<file path="config.mk">
export PLATFORM = sky130hd
export DESIGN_NAME = rational_arithmetic_unit
export DESIGN_NICKNAME = d
export VERILOG_FILES = /design/src/rau_pkg.sv /design/src/rau_mul.sv /design/src/rau_reduce.sv /design/src/rational_arithmetic_unit.sv
export SDC_FILE = /design/constraint.sdc
export NUM_CORES = 2
export LEC_CHECK = 0
export ABC_CLOCK_PERIOD_IN_PS = 7700
export BUFFER_PORTS_ARGS = -buffer_cell sky130_fd_sc_hd__buf_4
export CAP_MARGIN = 25
export CORE_ASPECT_RATIO = 0.75
export CORE_MARGIN = 2
export CORE_UTILIZATION = 40
export CTS_CLUSTER_SIZE = 40
export DETAILED_ROUTE_END_ITERATION = 8
export GPL_TIMING_DRIVEN = 1
export PLACE_DENSITY = 0.57
export RECOVER_POWER = 100
export SLEW_MARGIN = 10
export SYNTH_ARGS = -nofsm -noshare
export SYNTH_HDL_FRONTEND = slang
export SYNTH_SLANG_ARGS = --single-unit
</file>
<file path="constraint.sdc">
create_clock -name i_clk -period 7.7 [get_ports i_clk]
set_input_delay 1.155 -clock i_clk [delete_from_list [all_inputs] [get_ports i_clk]]
set_output_delay 1.155 -clock i_clk [all_outputs]
set_load 0.01 [all_outputs]
</file>
<file path="src/rau_pkg.sv">
// Package for the rational arithmetic unit: operand and word widths,
// opcodes, and the input and result item structs. No dependencies.
package rau_pkg;

    localparam int OPERAND_BITS = 16;
    localparam int WORD_BITS    = 32;
    localparam int OP_BITS      = 4;

    typedef enum logic [OP_BITS-1:0] {
        OP_ADD = 4'd0,
        OP_SUB = 4'd1,
        OP_MUL = 4'd2,
        OP_DIV = 4'd3,
        OP_GT  = 4'd4,
        OP_LT  = 4'd5,
        OP_EQ  = 4'd6,
        OP_GE  = 4'd7,
        OP_LE  = 4'd8
    } t_op;

    typedef struct packed {
        logic [OP_BITS-1:0]             op;
        logic signed [OPERAND_BITS-1:0] a_num;
        logic signed [OPERAND_BITS-1:0] a_den;
        logic signed [OPERAND_BITS-1:0] b_num;
        logic signed [OPERAND_BITS-1:0] b_den;
    } t_in_item;

    typedef struct packed {
        logic signed [WORD_BITS-1:0] res_num;
        logic signed [WORD_BITS-1:0] res_den;
        logic                        truth;
    } t_res_item;

endpackage

</file>
<file path="src/rau_mul.sv">
// Shared signed operand multiplier with a registered product, wrapped to
// the result word width. Depends on rau_pkg.
module rau_mul (
    input  logic                                    i_clk,
    input  logic signed [rau_pkg::OPERAND_BITS-1:0] i_a,
    input  logic signed [rau_pkg::OPERAND_BITS-1:0] i_b,
    output logic signed [rau_pkg::WORD_BITS-1:0]    o_p
);
    import rau_pkg::*;

    localparam int PROD_BITS = 2 * OPERAND_BITS;

    logic signed [PROD_BITS-1:0] w_prod;

    assign w_prod = i_a * i_b;

    always_ff @(posedge i_clk) begin
        o_p <= WORD_BITS'(w_prod);
    end

endmodule

</file>
<file path="src/rau_reduce.sv">
// Fraction reduction engine: strips common factors of two, runs a binary
// gcd, then divides numerator and denominator by it, restoring, one bit a
// cycle. The gcd loop and both divisions share one subtractor. Depends on rau_pkg.
module rau_reduce (
    input  logic                              i_clk,
    input  logic                              i_rst_n,
    input  logic                              i_start,
    input  logic [rau_pkg::WORD_BITS-1:0]     i_mag,
    input  logic [rau_pkg::WORD_BITS-1:0]     i_den,
    output logic                              o_done,
    output logic [rau_pkg::WORD_BITS-1:0]     o_mag,
    output logic [rau_pkg::WORD_BITS-1:0]     o_den
);
    import rau_pkg::*;

    localparam int CNT_BITS = $clog2(WORD_BITS);
    localparam logic [CNT_BITS-1:0] CNT_LAST = CNT_BITS'(WORD_BITS - 1);

    typedef enum logic [5:0] {
        RS_IDLE = 6'b000001,
        RS_TWO  = 6'b000010,
        RS_GCD  = 6'b000100,
        RS_DIVN = 6'b001000,
        RS_DIVD = 6'b010000,
        RS_DONE = 6'b100000
    } t_red_state;

    t_red_state           r_state;
    logic [WORD_BITS-1:0] r_n;
    logic [WORD_BITS-1:0] r_d;
    logic [WORD_BITS-1:0] r_x;
    logic [WORD_BITS-1:0] r_y;
    logic [WORD_BITS-1:0] r_rem;
    logic [CNT_BITS-1:0]  r_cnt;

    logic [WORD_BITS-1:0] w_opa;
    logic [WORD_BITS:0]   w_diff;
    logic                 w_ge;
    logic [WORD_BITS-1:0] w_quot;

    always_comb begin
        if (r_state == RS_GCD) begin
            w_opa = r_x;
        end else begin
            w_opa = {r_rem[WORD_BITS-2:0], r_x[WORD_BITS-1]};
        end
    end

    assign w_diff = {1'b0, w_opa} - {1'b0, r_y};
    assign w_ge   = !w_diff[WORD_BITS];
    assign w_quot = {r_x[WORD_BITS-2:0], w_ge};

    always_ff @(posedge i_clk) begin
        if (!i_rst_n) begin
            r_state <= RS_IDLE;
            r_cnt   <= '0;
        end else begin
            unique case (r_state)
                RS_IDLE: begin
                    if (i_start) begin
                        r_n     <= i_mag;
                        r_d     <= i_den;
                        r_state <= RS_TWO;
                    end
                end
                RS_TWO: begin
                    if (!r_n[0] && !r_d[0]) begin
                        r_n <= r_n >> 1;
                        r_d <= r_d >> 1;
                    end else begin
                        r_x     <= r_n;
                        r_y     <= r_d;
                        r_state <= RS_GCD;
                    end
                end
                RS_GCD: begin
                    if (w_diff == '0) begin
                        r_x     <= r_n;
                        r_rem   <= '0;
                        r_cnt   <= '0;
                        r_state <= RS_DIVN;
                    end else if (!r_x[0]) begin
                        r_x <= r_x >> 1;
                    end else if (!r_y[0]) begin
                        r_y <= r_y >> 1;
                    end else if (w_ge) begin
                        r_x <= w_diff[WORD_BITS-1:0];
                    end else begin
                        r_x <= r_y;
                        r_y <= r_x;
                    end
                end
                RS_DIVN, RS_DIVD: begin
                    r_cnt <= r_cnt + 1'b1;
                    if (r_cnt != CNT_LAST) begin
                        r_rem <= w_ge ? w_diff[WORD_BITS-1:0] : w_opa;
                        r_x   <= w_quot;
                    end else if (r_state == RS_DIVN) begin
                        r_n     <= w_quot;
                        r_x     <= r_d;
                        r_rem   <= '0;
                        r_state <= RS_DIVD;
                    end else begin
                        r_d     <= w_quot;
                        r_state <= RS_DONE;
                    end
                end
                RS_DONE: begin
                    r_state <= RS_IDLE;
                end
                default: begin
                    r_state <= RS_IDLE;
                end
            endcase
        end
    end

    assign o_done = (r_state == RS_DONE);
    assign o_mag  = r_n;
    assign o_den  = r_d;

endmodule

</file>
<file path="src/rational_arithmetic_unit.sv">
// Rational arithmetic unit top level: item sequencer, cross products on the
// shared multiplier, compares, and hand-off to the reduction engine.
// Depends on rau_pkg, rau_mul and rau_reduce.
//
// Usage: drive i_item and raise i_start while o_busy is low; the item is
// taken at that clock edge and o_busy stays high until the result is out.
// The result appears on o_result for exactly one cycle with o_valid high;
// the receiver cannot hold it off, and a new item may start in that cycle.
// Sequence: five products on one multiplier, then the result is formed.
// Compares, unused opcodes and arithmetic results with a zero numerator
// or a zero or negative denominator finish there. Otherwise reduction
// strips common halves, runs the binary gcd loop (shift, subtract or swap
// on the shared subtractor), does two restoring divisions and hands the
// result back.
// Reset (synchronous, active low) returns the sequencers to idle and drops
// o_valid; no item in progress survives it.
module rational_arithmetic_unit (
    input  logic                 i_clk,
    input  logic                 i_rst_n,
    input  logic                 i_start,
    input  rau_pkg::t_in_item    i_item,
    output logic                 o_busy,
    output logic                 o_valid,
    output rau_pkg::t_res_item   o_result
);
    import rau_pkg::*;

    localparam int NUM_PROD = 5;
    localparam int PCNT_BITS = $clog2(NUM_PROD + 1);
    localparam logic [PCNT_BITS-1:0] PCNT_LAST = PCNT_BITS'(NUM_PROD);
    localparam logic [PCNT_BITS-1:0] P_LHS = PCNT_BITS'(0);
    localparam logic [PCNT_BITS-1:0] P_RHS = PCNT_BITS'(1);
    localparam logic [PCNT_BITS-1:0] P_DD  = PCNT_BITS'(2);
    localparam logic [PCNT_BITS-1:0] P_NN  = PCNT_BITS'(3);
    localparam logic [PCNT_BITS-1:0] P_X   = PCNT_BITS'(4);

    typedef enum logic [3:0] {
        ST_IDLE = 4'b0001,
        ST_MUL  = 4'b0010,
        ST_FORM = 4'b0100,
        ST_RED  = 4'b1000
    } t_state;

    t_state                       r_state;
    t_in_item                     r_in;
    logic [PCNT_BITS-1:0]         r_cnt;
    logic signed [WORD_BITS-1:0]  r_prod [NUM_PROD];
    logic                         r_neg;
    logic                         r_valid;
    t_res_item                    r_out;

    logic signed [OPERAND_BITS-1:0] w_ma;
    logic signed [OPERAND_BITS-1:0] w_mb;
    logic signed [WORD_BITS-1:0]    w_p;
    logic signed [WORD_BITS-1:0]    w_lhs;
    logic signed [WORD_BITS-1:0]    w_rhs;
    logic [WORD_BITS-1:0]           w_num;
    logic [WORD_BITS-1:0]           w_den;
    logic [WORD_BITS-1:0]           w_mag;
    logic                           w_truth;
    logic                           w_arith;
    logic                           w_skip;
    logic                           w_red_start;
    logic                           w_red_done;
    logic [WORD_BITS-1:0]           w_red_mag;
    logic [WORD_BITS-1:0]           w_red_den;

    always_comb begin
        case (r_cnt)
            P_LHS:   begin w_ma = r_in.a_num; w_mb = r_in.b_den; end
            P_RHS:   begin w_ma = r_in.b_num; w_mb = r_in.a_den; end
            P_DD:    begin w_ma = r_in.a_den; w_mb = r_in.b_den; end
            P_NN:    begin w_ma = r_in.a_num; w_mb = r_in.b_num; end
            P_X:     begin w_ma = r_in.a_den; w_mb = r_in.b_num; end
            default: begin w_ma = r_in.a_num; w_mb = r_in.b_den; end
        endcase
    end

    rau_mul u_mul (
        .i_clk (i_clk),
        .i_a   (w_ma),
        .i_b   (w_mb),
        .o_p   (w_p)
    );

    assign w_lhs = r_prod[P_LHS];
    assign w_rhs = r_prod[P_RHS];

    always_comb begin
        w_num   = '0;
        w_den   = '0;
        w_truth = 1'b0;
        w_arith = 1'b0;
        unique case (r_in.op)
            OP_ADD: begin
                w_num = w_lhs + w_rhs;  w_den = r_prod[P_DD]; w_arith = 1'b1;
            end
            OP_SUB: begin
                w_num = w_lhs - w_rhs;  w_den = r_prod[P_DD]; w_arith = 1'b1;
            end
            OP_MUL: begin
                w_num = r_prod[P_NN];   w_den = r_prod[P_DD]; w_arith = 1'b1;
            end
            OP_DIV: begin
                w_num = w_lhs;          w_den = r_prod[P_X];  w_arith = 1'b1;
            end
            OP_GT: w_truth = (w_rhs < w_lhs);
            OP_LT: w_truth = (w_lhs < w_rhs);
            OP_EQ: w_truth = (r_in.a_num == r_in.b_num) && (r_in.a_den == r_in.b_den);
            OP_GE: w_truth = !(w_lhs < w_rhs);
            OP_LE: w_truth = !(w_rhs < w_lhs);
            default: w_truth = 1'b0;
        endcase
    end

    assign w_skip      = (w_num == '0) || (w_den == '0) || w_den[WORD_BITS-1];
    assign w_mag       = w_num[WORD_BITS-1] ? (~w_num + 1'b1) : w_num;
    assign w_red_start = (r_state == ST_FORM) && w_arith && !w_skip;

    rau_reduce u_reduce (
        .i_clk   (i_clk),
        .i_rst_n (i_rst_n),
        .i_start (w_red_start),
        .i_mag   (w_mag),
        .i_den   (w_den),
        .o_done  (w_red_done),
        .o_mag   (w_red_mag),
        .o_den   (w_red_den)
    );

    always_ff @(posedge i_clk) begin
        if (!i_rst_n) begin
            r_state <= ST_IDLE;
            r_cnt   <= '0;
            r_valid <= 1'b0;
        end else begin
            r_valid <= ((r_state == ST_FORM) && !w_red_start) ||
                       ((r_state == ST_RED) && w_red_done);
            unique case (r_state)
                ST_IDLE: begin
                    if (i_start) begin
                        r_in    <= i_item;
                        r_cnt   <= '0;
                        r_state <= ST_MUL;
                    end
                end
                ST_MUL: begin
                    if (r_cnt != '0) begin
                        r_prod[r_cnt - 1'b1] <= w_p;
                    end
                    r_cnt <= r_cnt + 1'b1;
                    if (r_cnt == PCNT_LAST) begin
                        r_state <= ST_FORM;
                    end
                end
                ST_FORM: begin
                    if (w_red_start) begin
                        r_neg   <= w_num[WORD_BITS-1];
                        r_state <= ST_RED;
                    end else begin
                        r_out.res_num <= w_num;
                        r_out.res_den <= w_den;
                        r_out.truth   <= w_truth;
                        r_state       <= ST_IDLE;
                    end
                end
                ST_RED: begin
                    if (w_red_done) begin
                        r_out.res_num <= r_neg ? (~w_red_mag + 1'b1) : w_red_mag;
                        r_out.res_den <= w_red_den;
                        r_out.truth   <= 1'b0;
                        r_state       <= ST_IDLE;
                    end
                end
                default: begin
                    r_state <= ST_IDLE;
                end
            endcase
        end
    end

    assign o_busy   = (r_state != ST_IDLE);
    assign o_valid  = r_valid;
    assign o_result = r_out;

endmodule
</file>
### After elaboration in Yosys (flattened, before gate mapping)

Memory sizes are Yosys's and may differ from the RTL's.
Index checks and enable logic that the tools add are counted.

| operators by class | value |
|---|---|
| add/subtract/negate cells | 8 |
| $mul | 1 |
| $lt $le $gt $ge | 2 |
| equal/unequal tests | 43 |
| multiplexer cells | 60 |
| bitwise operators | 2 |
| reduce and logical (&&, ||, !) cells | 46 |

Operators with widths:

| cell | number |
|---|---|
| 32-bit 2-to-1 mux | 23 |
| 32-bit one-hot mux with 3 select lines | 3 |
| 65-bit 2-to-1 mux | 2 |
| 65-bit one-hot mux with 2 select lines | 1 |
| 32-bit one-hot mux with 2 select lines | 2 |
| 32-bit one-hot mux with 4 select lines | 1 |
| 31-bit 2-to-1 mux | 4 |
| 32-bit by 1-bit adder with 32-bit output, second input constant | 2 |
| 32-bit logical NOT | 2 |
| 32-bit less-than comparator | 2 |
| 32-bit NOT | 2 |
| 16-bit one-hot mux with 2 select lines | 2 |
| 31-bit one-hot mux with 2 select lines | 1 |
| 33-bit logical NOT | 1 |
| 32-bit by 32-bit subtractor with 33-bit output | 1 |
| 32-bit adder | 1 |
| 16-bit equality test | 2 |
| 16-bit by 16-bit multiplier with 32-bit output | 1 |
| 32-bit subtractor | 1 |
| 6-bit 2-to-1 mux | 5 |
| 6-bit one-hot mux with 4 select lines | 1 |
| 4-bit by 3-bit equality test with 1-bit output, second input constant | 5 |
| 2-bit inequality test, second input constant | 10 |
| 6-bit AND reduction | 3 |
| 42 further kinds | 84 |

| storage, ports and cells | value |
|---|---|
| register bits after elaboration | 344 |
| RAM bits | 160 |
| bits of input ports | 71 |
| output and inout bits | 67 |
| logic and storage cells | 185 |
| memories kept | 1 |

Memory list:

| name | words | width | read ports | clocked after memory_dff | wr ports | RTL line | source |
|---|---|---|---|---|---|---|---|
| r_prod | 5 | 32 | 5 | 0 | 1 | rational_arithmetic_unit.sv:47 | `logic signed [WORD_BITS-1:0] r_prod [NUM_PROD];` |

### Longest topological paths before layout

| logic depth | value |
|---|---|
| word-level depth | 11 |
| depth in mapped cells | 32 |
| depth with buffers taken out | 30 |

### Cells and area by module

From an unflattened synthesis, not the netlist that was laid out.

| unflattened totals | value |
|---|---|
| cells, all modules | 4064 |
| area, all modules | 39734.4 um^2 |

Modules (own cells, without submodules):

| module | instances | cells an instance | area an instance (um^2) | sequential area each (um^2) |
|---|---|---|---|---|
| rational_arithmetic_unit | 1 | 1714 | 17815.8 | 8988.6 |
| rau_reduce | 1 | 1210 | 11282.1 | 4994.8 |
| rau_mul | 1 | 1140 | 10636.5 | 640.6 |

### Worst setup path before layout

Ideal clock, no wire load.

| path | value |
|---|---|
| path kind | register to register |
| from | register r_cnt[0] |
| to | register u_mul.o_p[30] in the netlist's numbering |
| library setup time | 0.072 ns |
| arrival | 7.599 ns |
| required time | 7.628 ns |
| path slack | 0.029 ns |
| stages on the path, launching flop included | 30 |
| path buffers | 3 |
| clock period less this slack | 7.671 ns |
| cell sequence | dfxtp_1 inv_1 ha_1 a21oi_1 nor2b_1 clkbuf_1 clkbuf_1 a221o_1 clkbuf_1 nand2_1 fa_1 fa_1 fa_1 fa_1 inv_1 fa_1 inv_1 fa_1 inv_1 ha_1 o21ai_0 o31ai_1 o41ai_1 o21ai_0 nor4_1 or3_1 nand4_1 a31o_2 a21oi_1 xnor2_1 |

| on the way | value |
|---|---|
| cells in the longest elaborated chain, start to end | 4 |
| elaborated cells between the ends (all ways) | 9 |
| classes of those cells | mul: 1; eq/ne: 4; mux: 2; reduce/logical: 2 |

Ends and longest elaborated chain:

| item | RTL line | source |
|---|---|---|
| from (decl) | rational_arithmetic_unit.sv:46 | `logic [PCNT_BITS-1:0] r_cnt;` |
| from (signal assigned) | rational_arithmetic_unit.sv:151 | `r_cnt <= r_cnt + 1'b1;` |
| 3-bit equality test or 3-bit by 2-bit equality test with 1-bit output (tied branches) | rational_arithmetic_unit.sv:69 | `case (r_cnt)` |
| 2-bit OR reduction (no source line) | -- |  |
| 16-bit one-hot mux with 2 select lines | rational_arithmetic_unit.sv:69 |  |
| 16-bit by 16-bit multiplier with 32-bit output (*) | rau_mul.sv:15 | `assign w_prod = i_a * i_b;` |
| net u_mul.w_prod[30] | rau_mul.sv:13 | `logic signed [PROD_BITS-1:0] w_prod;` |
| to (signal assigned) | rau_mul.sv:18 | `o_p <= WORD_BITS'(w_prod);` |
| to (decl) | rau_mul.sv:7 | `output logic signed [rau_pkg::WORD_BITS-1:0] o_p` |

The timed path passes the listed nets; every way through them passes the cells marked *.
A chain may end at the register's enable or synchronous reset.

### Worst setup path after layout

| path | value |
|---|---|
| from | register u_reduce.r_state[3] |
| to | register u_reduce.r_x[21], enable pin |

| on the way | value |
|---|---|
| cells in the longest elaborated chain, start to end | 6 |
| elaborated cells between the ends (all ways) | 13 |
| classes of those cells | add/sub: 1; eq/ne: 7; mux: 1; reduce/logical: 4 |

Ends and longest elaborated chain:

| item | RTL line | source |
|---|---|---|
| from (decl) | rau_reduce.sv:28 | `t_red_state r_state;` |
| from (signal assigned) | rau_reduce.sv:55 | `r_state <= RS_IDLE;` |
| from (signal assigned) | rau_reduce.sv:63 | `r_state <= RS_TWO;` |
| from (signal assigned) | rau_reduce.sv:73 | `r_state <= RS_GCD;` |
| 6-bit by 3-bit equality test with 1-bit output | rau_reduce.sv:42, rau_reduce.sv:58 |  |
| 32-bit 2-to-1 mux | rau_reduce.sv:42 | `if (r_state == RS_GCD) begin` |
| 32-bit by 32-bit subtractor with 33-bit output | rau_reduce.sv:49 | `assign w_diff = {1'b0, w_opa} - {1'b0, r_y};` |
| 33-bit logical NOT | rau_reduce.sv:77 | `if (w_diff == '0) begin` |
| 4-bit inequality test (no source line) | -- |  |
| 5-bit AND reduction (no source line) (*) | -- |  |
| to (signal assigned) | rau_reduce.sv:78 | `r_x <= r_n;` |
| to (signal assigned) | rau_reduce.sv:83 | `r_x <= r_x >> 1;` |
| to (signal assigned) | rau_reduce.sv:87 | `r_x <= w_diff[WORD_BITS-1:0];` |
| to (decl) | rau_reduce.sv:31 | `logic [WORD_BITS-1:0] r_x;` |

Every way passes the cells marked *; elsewhere a longest branch is shown, timed or not.

==> impl_results.md <==
* Status: complete, but fails checks
* Failing checks: capacitance limit, slew limit
* TritonCTS Buffers at between 50 and 60
* EDFF count, synth at between 400 and 500
* Number of I/O port buffers at 137
* Worst Setup SP: u_reduce.r_state[3]
* Final setup margin at 0.261 ns
* Inst Count DP at 5409
* Share of layout cells above drive strength 1 at 9.39%
* Clock Latency Late Sink at 0.67 ns
* Utilization of the core after routing at 45.2%
* Async S/R FF share, synth at 0%
* Antenna violations before repair at 2
* HPWL after detailed placement at 99000 µm
* Core ar. at approximately 97000 µm²
* Reg clk slew, reported paths at about 0.06 ns
* Worst slack, placed at -0.163 ns
* Worst Tran Pin Value at roughly 3.7 ns
* Commonest non-fill, non-tap cells in the layout: edfxtp_1, nand2_1, inv_1
* CP Capture Type: register
* Mapped cell area at 39000 µm²
* Die area at 99900 µm²
* Min Clock Period, post-route at 7.44 ns
* Hold buffers post-CTS at 0
* Area Growth Syn to Fin at 12.4%
* Die Ht at approximately 270 µm
* Mapped Avg Cell Area at 9.75 µm²
* Min-delay src: u_reduce.r_cnt[3]
* Syn Nets at about 4500
* Seq/Total Area, Yosys at 37.5%
* Vias in the first global route at slightly above 30000
* CP arrival at 7.75 ns
* Post-route cell area at 43800 µm²
* Congestion Overflow GR at 0
* Wirelength per Cell at about 23 µm
* Num ports at 138
* All-Layer GR Usage at ~25%
* # nets final at 4684
* Leak Pwr at 17.4 nW
* Initial Utilization at 40.2%
* Via count at between 30000 and 40000
* Synth top area share at 34.9%
* Power per Cell Area at 357 nW/µm²
* CP Max Fanout at 40
* Cells after Synth at 3996
* Worst min-delay path class: reg2reg
* Clk sinks at 504
* Final setup viols at 0
* Synth area leader: edfxtp_1
* Fmax at 134 MHz
* Final Hold Vio Count at 0
* Reg2reg start: u_reduce.r_state[3]
* Yosys warns at 0
* Die Wd at ~360 µm
* Initial DRT Pass Iterations at 6
* Prevailing post-synth register cell: edfxtp_1
* Initial DRC Count at 3568
* Setup CP Type: reg2reg
* TritonCTS clock tree: done
* GP Congestion at 0.977
* Total of max-cap violations at 11
* Commonest non-fill, non-tap cell in the layout: edfxtp_1
* Max H-tree Level at 2
* Worst path required time at ~8.0 ns
* Largest net degree at the start of global routing at 95
* Rel. slew slack at -145%
* Netlist cell types at a little over 100
* Layout Cells excl Fill at 5521
* Synth Register Bits at 504
* First-pass GRT wire length at approximately 190000 µm
* Worst-case clock buffer depth at 3
* CP startpoint kind: register
* Vias/cell at around 5.8
* Period Utilization, post-route at 96.6%
* Clock Skew at 0.0416 ns
* Max VDD drop at ~860 µV
* DRC at 0
* DRT antenna net count at 0
* Placed cell area at between 40000 and 50000 µm²
* Rows at 99
* Top cells by area, synth: edfxtp_1, fa_1, ha_1, nand2_1, inv_1
* Slew Limit Fails at 394
* Final wirelength at 128000 µm
* Clock Root Buffer: clkbuf_16
what timing repair did:
| item | in CTS | in global routing |
|---|---|---|
| resized for setup | 3 | 25 |
| pin swaps | 0 | 4 |
| endpoints found under the setup margin | 5 | 10 |
| buffers inserted | 0 | 5 |
worst max-delay path, stage by stage, from the launching register on:
cell       delay [ns]
dfxtp_1          0.38
nor2_1           0.11
nand4b_1         0.23
clkbuf_1         1.49
nand2_1          0.14
nand2_1          0.16
ha_1             0.35
a21oi_1          0.17
o21ai_0          0.31
or4_1            0.52
o211ai_1         0.22
nor2_1           0.12
or4_1            0.51
nand4bb_1        0.35
nor4_1           0.62
nand4_1          0.46
nand3_1          0.24
o21a_1           0.34
buf_6            0.32
kinds of logic (layout without fill, tap and decap cells):
| family | after synthesis | count (layout) | synth area share [%] |
|---|---|---|---|
| compound gates | 957 | 957 | 16.3 |
| other cells | 0 | 1 | 0 |
| buf+inv | 618 | 829 | 6.07 |
| mux | 110 | 110 | 2.89 |
| xor+xnor | 152 | 152 | 3.42 |
| flops | 504 | 504 | 37.5 |
| simple gates | 1204 | 1204 | 14.2 |
| fa+ha+maj | 451 | 451 | 19.6 |
metrics by stage:
| stage | hold WS, ns | total power [W] | setup TNS, ns |
|---|---|---|---|
| final | 0.455 | 0.0157 | 0 |
| after global routing | 0.481 | 0.0171 | -0.0376 |
| after CTS | 0.453 | 0.0156 | 0 |
| after detailed placement | 0.445 | 0.0129 | -0.368 |
| after global placement | 0.448 | 0.0128 | -0.0552 |
| after floorplan | 0.424 | 0.00998 | 0 |
routing by layer:
layer,part of all wire (%),GRT usage (%)
met5,0.094,0.813
met3,11,7.16
met2,40,34.5
met4,2.2,5.81
met1,48,39.4
power by group:
group	switching, W	internal [W]
Sequential	0.000219	0.00335
Combinational	0.00499	0.00443
Clock	0.00120	0.00146
path summary, 6_finish.rpt:
| kind | slack (ns) | cells past startpoint | end |
|---|---|---|---|
| hold / removal | 0.46 | 1 | u_reduce.r_cnt[3] |
| setup reg to reg | 0.26 | 18 | u_reduce.r_x[21] |
| hold reg to reg | 0.46 | 1 | u_reduce.r_cnt[3] |
| setup / recovery | 0.26 | 18 | u_reduce.r_x[21] |
layout make-up:
type	instances	area (µm²)
clock buffers	74	1510
clock inverters	28	264
fillers	9381	53100
inverters	416	1560
well taps	1313	1640
repair buffers	311	2040
flip-flops and latches	504	14600
diodes	1	2.50
multi-input cells	2874	22100
synth_stat cells (all sizes together), types with 12 or more instances:
cell / instances
ha: 186
xnor2: 87
nand3: 53
and2: 19
o21ai: 207
a21oi: 267
clkbuf: 164
dfxtp: 51
o221ai: 44
nand2b: 28
nor2: 396
mux2i: 99
nand2: 423
a21o: 31
fa: 265
o21bai: 15
o21a: 19
nand4: 26
or3: 17
nor4: 32
a221oi: 38
and3: 20
inv: 414
a211o: 12
or2: 23
o211ai: 19
nor2b: 59
or4: 16
a221o: 30
a31oi: 16
o31ai: 33
buf: 38
edfxtp: 453
nor3: 53
a22oi: 94
xor2: 65
a211oi: 29
sequential cells by signal (all words and copies together), names as in the netlist, 3 cells and up:
register	flops
o_result	65
r_cnt	3
r_in	68
r_prod	160
r_state	4
u_mul.o_p	32
u_reduce.o_den	32
u_reduce.o_mag	32
u_reduce.r_cnt	5
u_reduce.r_rem	31
u_reduce.r_state	6
u_reduce.r_x	32
u_reduce.r_y	32
Note: power is estimated with default switching activity, not from simulation.
